### src/hw/rtl/powq_pkg.sv
// shared constants, codes and structs for the priority ordered wait queue
// used by powq_cell and priority_ordered_wait_queue; no dependencies
`timescale 1ns / 1ps

package powq_pkg;

    localparam int CAPACITY  = 16;
    localparam int ID_BITS   = 8;
    localparam int PRIO_BITS = 5;
    localparam int COUNT_W   = $clog2(CAPACITY + 1);

    localparam int OP_W     = 2;
    localparam int TASK_ID_W = 8;
    localparam int TASK_PRIO_W = 5;
    localparam int STATUS_W = 2;
    localparam int OCC_W    = 5;

    localparam logic [OP_W-1:0] OP_INSERT = 2'd0;
    localparam logic [OP_W-1:0] OP_POP    = 2'd1;
    localparam logic [OP_W-1:0] OP_REMOVE = 2'd2;

    localparam logic [STATUS_W-1:0] ST_OK      = 2'd0;
    localparam logic [STATUS_W-1:0] ST_PRESENT = 2'd1;
    localparam logic [STATUS_W-1:0] ST_FULL    = 2'd2;
    localparam logic [STATUS_W-1:0] ST_NONE    = 2'd3;

    // command broadcast to every cell
    typedef struct packed {
        logic                 do_ins;
        logic                 do_del;
        logic [ID_BITS-1:0]   id;
        logic [PRIO_BITS-1:0] prio;
    } cmd_t;

    // what a cell shows its neighbors
    typedef struct packed {
        logic                 valid;
        logic                 le;
        logic [ID_BITS-1:0]   id;
        logic [PRIO_BITS-1:0] prio;
    } slot_t;

endpackage

### src/hw/rtl/powq_cell.sv
// one slot of the sorted queue: holds id, priority and valid bit
// depends on powq_pkg
`timescale 1ns / 1ps

module powq_cell (
    input  logic                 clk,
    input  logic                 rst_n,
    input  powq_pkg::cmd_t       cmd,
    input  powq_pkg::slot_t      left,
    input  powq_pkg::slot_t      right,
    input  logic                 kill_in,
    output logic                 kill_out,
    output logic                 match,
    output powq_pkg::slot_t      slot
);

    logic                           valid_reg, valid_next;
    logic [powq_pkg::ID_BITS-1:0]   id_reg, id_next;
    logic [powq_pkg::PRIO_BITS-1:0] prio_reg, prio_next;

    assign match      = valid_reg && (id_reg == cmd.id);
    assign kill_out   = kill_in || match;
    assign slot.valid = valid_reg;
    assign slot.le    = valid_reg && (prio_reg <= cmd.prio);
    assign slot.id    = id_reg;
    assign slot.prio  = prio_reg;

    always_comb
    begin
        valid_next = valid_reg;
        id_next    = id_reg;
        prio_next  = prio_reg;
        if (cmd.do_ins && !slot.le)
        begin
            if (left.le)
            begin
                // new entry lands here
                valid_next = 1'b1;
                id_next    = cmd.id;
                prio_next  = cmd.prio;
            end
            else
            begin
                valid_next = left.valid;
                id_next    = left.id;
                prio_next  = left.prio;
            end
        end
        else if (cmd.do_del && kill_out)
        begin
            valid_next = right.valid;
            id_next    = right.id;
            prio_next  = right.prio;
        end
    end

    always_ff @(posedge clk or negedge rst_n)
    begin
        if (!rst_n)
        begin
            valid_reg <= 1'b0;
        end
        else
        begin
            valid_reg <= valid_next;
        end
    end

    always_ff @(posedge clk)
    begin
        id_reg   <= id_next;
        prio_reg <= prio_next;
    end

endmodule

### src/hw/rtl/priority_ordered_wait_queue.sv
// top level of the priority ordered wait queue: a chain of powq_cell slots
// depends on powq_pkg and powq_cell
`timescale 1ns / 1ps

// usage
// - input channel in_valid / in_ready carries one operation per beat:
//   operation (insert, pop front, remove by id), task_id, task_priority
// - output channel out_valid / out_ready returns one result beat per
//   input beat: result_id, status and occupancy after the operation
// - the queue is a row of cells sorted by ascending priority value; every
//   cell compares itself against the broadcast command and takes its own,
//   the new entry, or its left or right neighbor's entry in the same cycle
// - the result is registered on taking the beat, shown in the next cycle
// - throughput: one operation per cycle while out_ready is high, as all
//   cells update together with the duplicate / match reduction over them
// - a stalled receiver holds the result register; a new beat is taken in
//   the same cycle that the waiting result is taken
// - reset empties the queue at once (valid bits only), no clearing pass
// - an insert of an id already present leaves the queue unchanged

module priority_ordered_wait_queue (
    input  logic                             clk,
    input  logic                             rst_n,
    input  logic                             in_valid,
    output logic                             in_ready,
    input  logic [powq_pkg::OP_W-1:0]        operation,
    input  logic [powq_pkg::TASK_ID_W-1:0]   task_id,
    input  logic [powq_pkg::TASK_PRIO_W-1:0] task_priority,
    output logic                             out_valid,
    input  logic                             out_ready,
    output logic [powq_pkg::TASK_ID_W-1:0]   result_id,
    output logic [powq_pkg::STATUS_W-1:0]    status,
    output logic [powq_pkg::OCC_W-1:0]       occupancy
);

    localparam int N = powq_pkg::CAPACITY;

    logic                          in_fire;
    logic [powq_pkg::ID_BITS-1:0]  id_in;
    powq_pkg::cmd_t                cmd;
    powq_pkg::slot_t               slots [N];
    powq_pkg::slot_t               left_of [N];
    powq_pkg::slot_t               right_of [N];
    logic [N:0]                    kill_chain;
    logic [N-1:0]                  match_vec;
    logic [N-1:0]                  valid_vec;
    logic                          any_match;
    logic                          full;
    logic                          nonempty;

    logic [powq_pkg::COUNT_W-1:0]  count_reg, count_next;
    logic                          out_valid_reg;
    logic [powq_pkg::ID_BITS-1:0]  rid_reg, rid_next;
    logic [powq_pkg::STATUS_W-1:0] status_reg, status_next;
    logic                          ins_ok, del_ok;

    assign in_ready = !out_valid_reg || out_ready;
    assign in_fire  = in_valid && in_ready;
    // the low ID_BITS bits of the identifier take part, here all of them
    assign id_in    = task_id[powq_pkg::ID_BITS-1:0];

    assign any_match = |match_vec;
    assign full      = valid_vec[N-1];
    assign nonempty  = valid_vec[0];

    // result and action decode
    always_comb
    begin
        rid_next    = '0;
        status_next = powq_pkg::ST_NONE;
        ins_ok      = 1'b0;
        del_ok      = 1'b0;
        count_next  = count_reg;
        unique case (operation)
            powq_pkg::OP_INSERT:
            begin
                priority if (any_match)
                begin
                    status_next = powq_pkg::ST_PRESENT;
                end
                else if (full)
                begin
                    status_next = powq_pkg::ST_FULL;
                end
                else
                begin
                    status_next = powq_pkg::ST_OK;
                    ins_ok      = 1'b1;
                    count_next  = count_reg + 1'b1;
                end
            end
            powq_pkg::OP_POP:
            begin
                if (nonempty)
                begin
                    rid_next    = slots[0].id;
                    status_next = powq_pkg::ST_OK;
                    del_ok      = 1'b1;
                    count_next  = count_reg - 1'b1;
                end
            end
            powq_pkg::OP_REMOVE:
            begin
                if (any_match)
                begin
                    // the matching cell holds exactly the requested id
                    rid_next    = id_in;
                    status_next = powq_pkg::ST_OK;
                    del_ok      = 1'b1;
                    count_next  = count_reg - 1'b1;
                end
            end
            default:
            begin
                status_next = powq_pkg::ST_NONE;
            end
        endcase
    end

    assign cmd.do_ins = in_fire && ins_ok;
    assign cmd.do_del = in_fire && del_ok;
    assign cmd.id     = id_in;
    assign cmd.prio   = task_priority[powq_pkg::PRIO_BITS-1:0];

    // a pop clears the front cell and every cell behind it shifts forward
    assign kill_chain[0] = (operation == powq_pkg::OP_POP);

    genvar g;
    generate
        for (g = 0; g < N; g++)
        begin : g_cell
            if (g == 0)
            begin : g_head
                // the virtual slot ahead of the front always sorts first
                assign left_of[g] = '{valid: 1'b1, le: 1'b1, id: '0, prio: '0};
            end
            else
            begin : g_mid
                assign left_of[g] = slots[g-1];
            end
            if (g == N - 1)
            begin : g_tail
                assign right_of[g] = '{valid: 1'b0, le: 1'b0, id: '0, prio: '0};
            end
            else
            begin : g_body
                assign right_of[g] = slots[g+1];
            end

            powq_cell u_cell (
                .clk      (clk),
                .rst_n    (rst_n),
                .cmd      (cmd),
                .left     (left_of[g]),
                .right    (right_of[g]),
                .kill_in  (kill_chain[g]),
                .kill_out (kill_chain[g+1]),
                .match    (match_vec[g]),
                .slot     (slots[g])
            );

            assign valid_vec[g] = slots[g].valid;
        end
    endgenerate

    always_ff @(posedge clk or negedge rst_n)
    begin
        if (!rst_n)
        begin
            count_reg     <= '0;
            out_valid_reg <= 1'b0;
        end
        else
        begin
            if (in_fire)
            begin
                count_reg <= count_next;
            end
            if (in_fire)
            begin
                out_valid_reg <= 1'b1;
            end
            else if (out_ready)
            begin
                out_valid_reg <= 1'b0;
            end
        end
    end

    always_ff @(posedge clk)
    begin
        if (in_fire)
        begin
            rid_reg    <= rid_next;
            status_reg <= status_next;
        end
    end

    // occupancy after the beat equals the count held now
    logic [powq_pkg::COUNT_W-1:0] occ_reg;

    always_ff @(posedge clk)
    begin
        if (in_fire)
        begin
            occ_reg <= count_next;
        end
    end

    assign out_valid = out_valid_reg;
    assign result_id = powq_pkg::TASK_ID_W'(rid_reg);
    assign status    = status_reg;
    assign occupancy = powq_pkg::OCC_W'(occ_reg);

    // count tracks the number of occupied cells
    assert property (@(posedge clk) disable iff (!rst_n)
        $countones(valid_vec) == int'(count_reg))
        else $error("count does not match occupied cells");

    // occupied cells always form a prefix of the row
    assert property (@(posedge clk) disable iff (!rst_n)
        ((valid_vec >> 1) & ~valid_vec) == '0)
        else $error("hole in occupied cells");

    // an accepted insert adds exactly one entry
    assert property (@(posedge clk) disable iff (!rst_n)
        cmd.do_ins |=> count_reg == $past(count_reg) + 1'b1)
        else $error("insert did not grow the queue");

    // an insert and a delete never happen together
    assert property (@(posedge clk) disable iff (!rst_n)
        !(cmd.do_ins && cmd.do_del))
        else $error("insert and delete at once");

endmodule

### config.mk
export PLATFORM = sky130hd
export DESIGN_NAME = priority_ordered_wait_queue
export DESIGN_NICKNAME = d
export VERILOG_FILES = /design/src/hw/rtl/powq_pkg.sv /design/src/hw/rtl/powq_cell.sv /design/src/hw/rtl/priority_ordered_wait_queue.sv
export SDC_FILE = /design/constraint.sdc
export NUM_CORES = 1
export LEC_CHECK = 0
export BUFFER_PORTS_ARGS = -buffer_cell sky130_fd_sc_hd__buf_2
export CORE_ASPECT_RATIO = 2
export CORE_MARGIN = 3
export CORE_UTILIZATION = 35
export DETAILED_ROUTE_END_ITERATION = 10
export PLACE_DENSITY = 0.62
export SETUP_SLACK_MARGIN = 0.05
export SYNTH_ARGS = -nofsm -noshare
export SYNTH_HDL_FRONTEND = slang
export SYNTH_SLANG_ARGS = --single-unit
### constraint.sdc
create_clock -name clk -period 4.5 [get_ports clk]
set_input_delay 1.125 -clock clk [delete_from_list [all_inputs] [get_ports clk]]
set_output_delay 1.125 -clock clk [all_outputs]
set_load 0.1 [all_outputs]
==> results of run 1 <==
==> power by group <==
group | switching [mW] | internal, mW
Clock | 0.945 | 1.30
Combinational | 1.37 | 0.857
Sequential | 0.267 | 2.72
==> metal layers <==
| metal | vias up | part of all wire |
|---|---|---|
| li1 | 6084 | - |
| met1 | 6305 | 0.30 |
| met2 | 535 | 0.56 |
| met3 | 288 | 0.037 |
| met4 | 0 | 0.11 |
| met5 | - | 0 |
==> path summary, 6_finish.rpt <==
kind                                       startpoint                           end  cells past startpoint
max                                        task_id[4]  g_cell[0].u_cell.prio_reg[4]                     12
min                                      count_reg[3]                  count_reg[3]                      1
max reg2reg                g_cell[2].u_cell.id_reg[4]  g_cell[0].u_cell.prio_reg[4]                      9
min reg2reg                              count_reg[3]                  count_reg[3]                      1
max in group asynchronous                       rst_n   g_cell[14].u_cell.valid_reg                      1
min in group asynchronous                       rst_n   g_cell[10].u_cell.valid_reg                      1
==> layout by cell type, fill, tap and decap left out, types with 4 or more instances in the layout <==
cell       instances
nor2_1           278
a21oi_1          252
edfxtp_1         223
mux2i_1          144
buf_4            110
xnor2_1          105
ha_1              81
nand2_1           77
o21a_1            41
inv_1             38
nand3_1           35
buf_2             35
clkbuf_16         25
dfrtp_1           22
xor2_1            21
nand4_1           20
nor3_1            19
o21ai_0           18
nor2b_1           16
buf_12            16
o22ai_1           13
a21oi_2           13
mux2_2            11
nor4_1             9
a31oi_1            9
a21boi_0           9
a21o_1             8
o21ai_1            6
mux2_1             6
or3_1              5
bufinv_16          5
nand2b_1           4
clkinv_2           4
==> cell families (layout without fill, tap and decap cells) <==
family / Yosys count / count (layout) / synth area share
fa+ha+maj: 81 / 81 / 0.0621
xor+xnor: 128 / 128 / 0.0697
simple gates: 486 / 486 / 0.131
compound gates: 402 / 402 / 0.144
flops: 245 / 245 / 0.444
mux: 163 / 163 / 0.102
buf+inv: 144 / 242 / 0.0472
==> area by class of cell <==
class | instances | area (um^2) | share of cell area
multi-input cells | 1260 | 8320 | 0.446
flip-flops and latches | 245 | 7250 | 0.389
repair buffers | 161 | 1320 | 0.0708
well taps | 621 | 777 | 0.0417
clock buffers | 28 | 637 | 0.0341
clock inverters | 15 | 209 | 0.0112
inverters | 38 | 143 | 0.00765
==> critical path, stage by stage <==
cell     delay, ns
buf_2         0.39
buf_4         0.26
xnor2_1       0.09
nand4_1       0.08
nor3_1        0.08
buf_4         0.13
nor4_1        0.38
and3_1        0.28
a21oi_1       0.11
o21ai_1       0.73
nor2_1        0.10
or2_2         0.48
==> stage by stage <==
stage / cells / total power, mW
2_1_floorplan: 1649 / 4.51
3_3_place_gp: 2325 / 5.17
3_5_place_dp: 2325 / 5.23
4_1_cts: 2368 / 7.46
5_1_grt: 2368 / 7.75
6_report: 2368 / 7.46
==> impl_metrics.json, run 1 <==
{
  "status": "complete, no violations",
  "powerDensity_nw_per_um2": 400,
  "fin_area_um2": 18600,
  "nFillCells": 4450,
  "worstMarginPinSlew_ns": 0.930,
  "period_needed_ns": 4.00,
  "numPortBuffers": 35,
  "critical_path_required_ns": 4.74,
  "num_antenna_cells": 0,
  "fin_nets": 1830,
  "dpl_cell_area_um2": 17800,
  "wl_um": 55200,
  "finalSetupTns_ns": 0,
  "die_area_um2": 49400,
  "initial_core_util": 0.355,
  "hold_path.class": "reg -> reg",
  "grt.busiest_layer": "met2",
  "synth-async-reset-ratio": 0.0898,
  "via_per_inst": 5.58,
  "synth_top_cells_by_count": "278 x nor2_1, 256 x a21oi_1, 223 x edfxtp_1",
  "grt_max_degree": 29,
  "cts-root-buf": "clkbuf_16",
  "post_cts_buffers": 0,
  "drc": 0,
  "clock.fmax_ghz": 0.250,
  "hold_ws_ns": 0.581,
  "utilization": 0.406,
  "clock_skew_ns": 0.0188,
  "p_leak_nw": 7.44,
  "drive_above_1_share": 0.139,
  "synth.distinct_cells": 66,
  "cap_violations": 0,
  "path_clk_slew_ns": 0.07,
  "h-tree-depth": 1,
  "period_share": 0.889,
  "crit_path_max_fanout": 14,
  "cts_hold_buf": 0,
  "ys.flop_type": "edfxtp_1",
  "cts_sinks": 245,
  "setup_viol": 0,
  "slew_violations": 0,
  "slew_headroom": 0.376,
  "dr.pass1.iters": 5,
  "drtIter0Drc": 1013,
  "ir_drop_mv": 0.225,
  "yosysMostFrequentCell": "nor2_1",
  "antenna_found_initial": 0,
  "wl_per_cell_um": 23.3,
  "synth_area_um2": 16300,
  "synthToLayoutAreaGrowth_pct": 14.3,
  "ys_top_cells_by_area": "edfxtp_1 41%, mux2i_1 8.8%, a21oi_1 7.9%, nor2_1 6.4%, ha_1 6.2%",
  "core_area_um2": 46000,
  "cp-start-kind": "input pin",
  "cp-end-kind": "flip-flop",
  "largest_register_ffs": 128,
  "grtUsageMet2": 0.421,
  "finalWorstSetupSlack_ns": 0.498,
  "synth_edf_count": 223,
  "syn-num-nets": 1749,
  "dp_slack_ns": 0.0307,
  "pin_count": 36,
  "ys_warn_count": 0,
  "cts_resized": 0,
  "synthCells": 1649,
  "avgSynthCellArea_um2": 9.89,
  "synth-seq-cells": 245,
  "cts_made_buffers": 24,
  "rows": 111,
  "place_congestion": 0.959,
  "overflow": 0,
  "grt_use_met1": 0.187,
  "clock_path_buffers": 3,
  "grt_pass1_vias": 13900,
  "criticalPathCategory": "in -> reg",
  "clkLatencyLatePin_ns": 0.55,
  "finalHoldViolations": 0,
  "vias": 13200,
  "r2r_setup_slack_ns": 1.15,
  "die_h_um": 311,
  "tritoncts": "built",
  "rsz0062_at_grt": "no",
  "cp.arrival_ns": 4.24,
  "grtUsageMet3": 0.0228,
  "grt_pass1_wl_um": 82000,
  "place_hpwl_um": 43200,
  "grt_use_total": 0.220,
  "yosysSeqAreaShare": 0.444,
  "ant_nets": 0,
  "dieWidth_um": 159,
  "yosysTopAreaCell": "edfxtp_1",
  "synth_top_area_share": 0.411
}
Note: power is estimated with default switching activity, not from simulation.
==> inputs of run 2 (changes only) <==
--- a/config.mk
+++ b/config.mk
@@ -10,7 +10,7 @@
 export CORE_MARGIN = 3
 export CORE_UTILIZATION = 35
 export DETAILED_ROUTE_END_ITERATION = 10
-export PLACE_DENSITY = 0.62
+export PLACE_DENSITY = 0.63
 export SETUP_SLACK_MARGIN = 0.05
 export SYNTH_ARGS = -nofsm -noshare
 export SYNTH_HDL_FRONTEND = slang
==> constraint.sdc (replaced) <==
create_clock -name clk -period 3.5 [get_ports clk]
set_input_delay 0.875 -clock clk [delete_from_list [all_inputs] [get_ports clk]]
set_output_delay 0.875 -clock clk [all_outputs]
set_load 0.1 [all_outputs]
==> run 2 against run 1 <==
Effect of this change: total power grew 31%; die area did not move; flip-flop and latch count did not move; sequential share of layout area shrank 2.4 points; global-route usage up 0.45 points; critical path depth rose by 2; first-iteration DRC count is 26% lower; via count is 2.8% higher; clock skew fell by 0.0037 ns; worst hold slack got worse by 0.21 ns; combinational power increased by 43%; cell area increased by 6.5%.
==> impl_metrics.json, run 2 (synthesis gave the netlist of run 1 again) <==
{
  "place_congestion": 1.01,
  "final_cell_count_no_fill": 2476,
  "clkLatencyLatePin_ns": 0.56,
  "status": "complete, no violations",
  "place_hpwl_um": 44600,
  "criticalPathCategory": "in -> reg",
  "die_h_um": 311,
  "tritoncts": "built",
  "fin_nets": 1935,
  "h-tree-depth": 1,
  "slowest_delay_ns": 0.44,
  "cts_hold_buf": 0,
  "path_clk_slew_ns": 0.07,
  "grt_use_total": 0.224,
  "worstMarginPinSlew_ns": 0.882,
  "cts_made_buffers": 24,
  "dp_cells": 2430,
  "antenna_found_initial": 2,
  "slew_violations": 0,
  "initial_core_util": 0.355,
  "clock.fmax_ghz": 0.290,
  "ant_nets": 0,
  "vias": 13600,
  "rr_startpoint": "g_cell[15].u_cell.id_reg[0]",
  "crit_path_max_fanout": 16,
  "setup_viol": 0,
  "cts_sinks": 245,
  "wl_um": 56400,
  "layout_commonest_cell": "nor2_1",
  "numPortBuffers": 35,
  "powerDensity_nw_per_um2": 493,
  "die_area_um2": 49400,
  "period_needed_ns": 3.45,
  "slew_headroom": 0.412,
  "p_leak_nw": 8.06,
  "final_cell_mix": "278 x nor2_1, 252 x a21oi_1, 223 x edfxtp_1, 185 x buf_4, 144 x mux2i_1",
  "wl_per_cell_um": 22.8,
  "drtIter0Drc": 749,
  "startpoint": "task_id[5]",
  "grt_max_degree": 29,
  "critPathSlowestCell": "nor3_1",
  "overflow": 0,
  "clock_skew_ns": 0.0151,
  "core_area_um2": 46000,
  "synthToLayoutAreaGrowth_pct": 21.8,
  "dieWidth_um": 159,
  "path_cells": "buf_2, buf_12, xnor2_1, nand3_1, nor3_1, buf_4, nor4_1, and3_1, buf_4, a21oi_1, o21ai_1, buf_12, o21bai_2, buf_12",
  "critPathBufInv": 6,
  "critical_path_required_ns": 3.77,
  "nFillCells": 4334,
  "largest_register_ffs": 128,
  "crit_family": "buffers and inverters",
  "cp-start-kind": "input pin",
  "cp.arrival_ns": 3.72,
  "cap_violations": 0,
  "drc": 0,
  "period_share": 0.985,
  "total_power_mw": 9.80,
  "cts-root-buf": "clkbuf_16",
  "pin_count": 36,
  "grt_pass1_vias": 14300,
  "path_common_cell": "buf_12",
  "ir_drop_mv": 0.312,
  "dr.pass1.iters": 7,
  "via_per_inst": 5.49,
  "finalHoldViolations": 0,
  "cp-end-kind": "flip-flop",
  "grt_pass1_wl_um": 83700,
  "clock_path_buffers": 3,
  "rsz0062_at_grt": "no",
  "rows": 111,
  "hold_path.class": "in -> async",
  "drive_above_1_share": 0.194
}
[run 2: cell types whose count changed in the layout (fill, tap and decap cells not counted), sizes merged]
cell	change
buf	+105
clkbuf	+5
bufinv	-3
clkinv	-3
diode	+2
clkinvlp	+1
inv	+1
[run 2: final timing paths]
path / to / slack [ns] / cells after the start
worst max-delay path: g_cell[13].u_cell.prio_reg[1] / 0.05 / 14
worst min-delay path: count_reg[3] / 0.37 / 1
worst max register to register: g_cell[13].u_cell.prio_reg[1] / 0.39 / 12
worst min register to register: out_valid / 0.55 / 2
max in group asynchronous: g_cell[10].u_cell.valid_reg / 2.64 / 1
min in group clk: out_valid / 0.55 / 2
[run 2: final cells by class]
class | count | area (um^2) | share of cell area
Multi-Input combinational cell | 1260 | 8390 | 0.423
Tap cell | 621 | 777 | 0.0391
Timing Repair Buffer | 266 | 2480 | 0.125
Antenna cell | 2 | 5.00 | 0.000252
Inverter | 38 | 143 | 0.00718
Clock inverter | 11 | 124 | 0.00624
Sequential cell | 245 | 7250 | 0.365
Clock buffer | 33 | 686 | 0.0345
[run 2: metal layers]
layer  up-vias  GRT usage  share of wire
met5         -          0              0
met4         0      0.206           0.11
met3       272     0.0228          0.034
met2       487      0.431           0.55
met1      6518      0.191           0.30
li1       6307          -              -
[run 2: metrics by stage]
| step | hold slack (ns) | TNS [ns] | setup WS [ns] | util | instance area (um^2) |
|---|---|---|---|---|---|
| final | 0.373 | 0 | 0.0519 | 0.432 | 19900 |
| after global routing | 0.374 | 0 | 0.0517 | 0.432 | 19900 |
| after CTS | 0.360 | 0 | 0.108 | 0.431 | 19800 |
| after detailed placement | 0.537 | -133.23 | -0.469 | 0.413 | 19000 |
| after global placement | 0.520 | -117.50 | -0.433 | 0.413 | 19000 |
| after floorplan | 0.509 | 0 | 0.0000384 | - | 16400 |
[run 2: timing repair]
action | in CTS | in global routing
resized for setup | 0 | 5
buffers inserted | 0 | 0
setup endpoints to repair | 0 | 40
[run 2: worst reg2reg max path: cells and delay by family, from the launching register on]
kind                   cells  cell delay (ns)
AND/OR/NAND/NOR            4             0.91
buffers and inverters      4             0.74
AO/OA/AOI/OAI              3             0.59
flip-flops                 1             0.42
XOR/XNOR                   1             0.16
[run 2: where the power goes]
| part | internal, mW | switching (mW) | total, mW |
|---|---|---|---|
| Sequential | 3.50 | 0.321 | 3.82 |
| Combinational | 1.34 | 1.85 | 3.19 |
| Clock | 1.53 | 1.25 | 2.78 |
| Total | 6.37 | 3.43 | 9.80 |
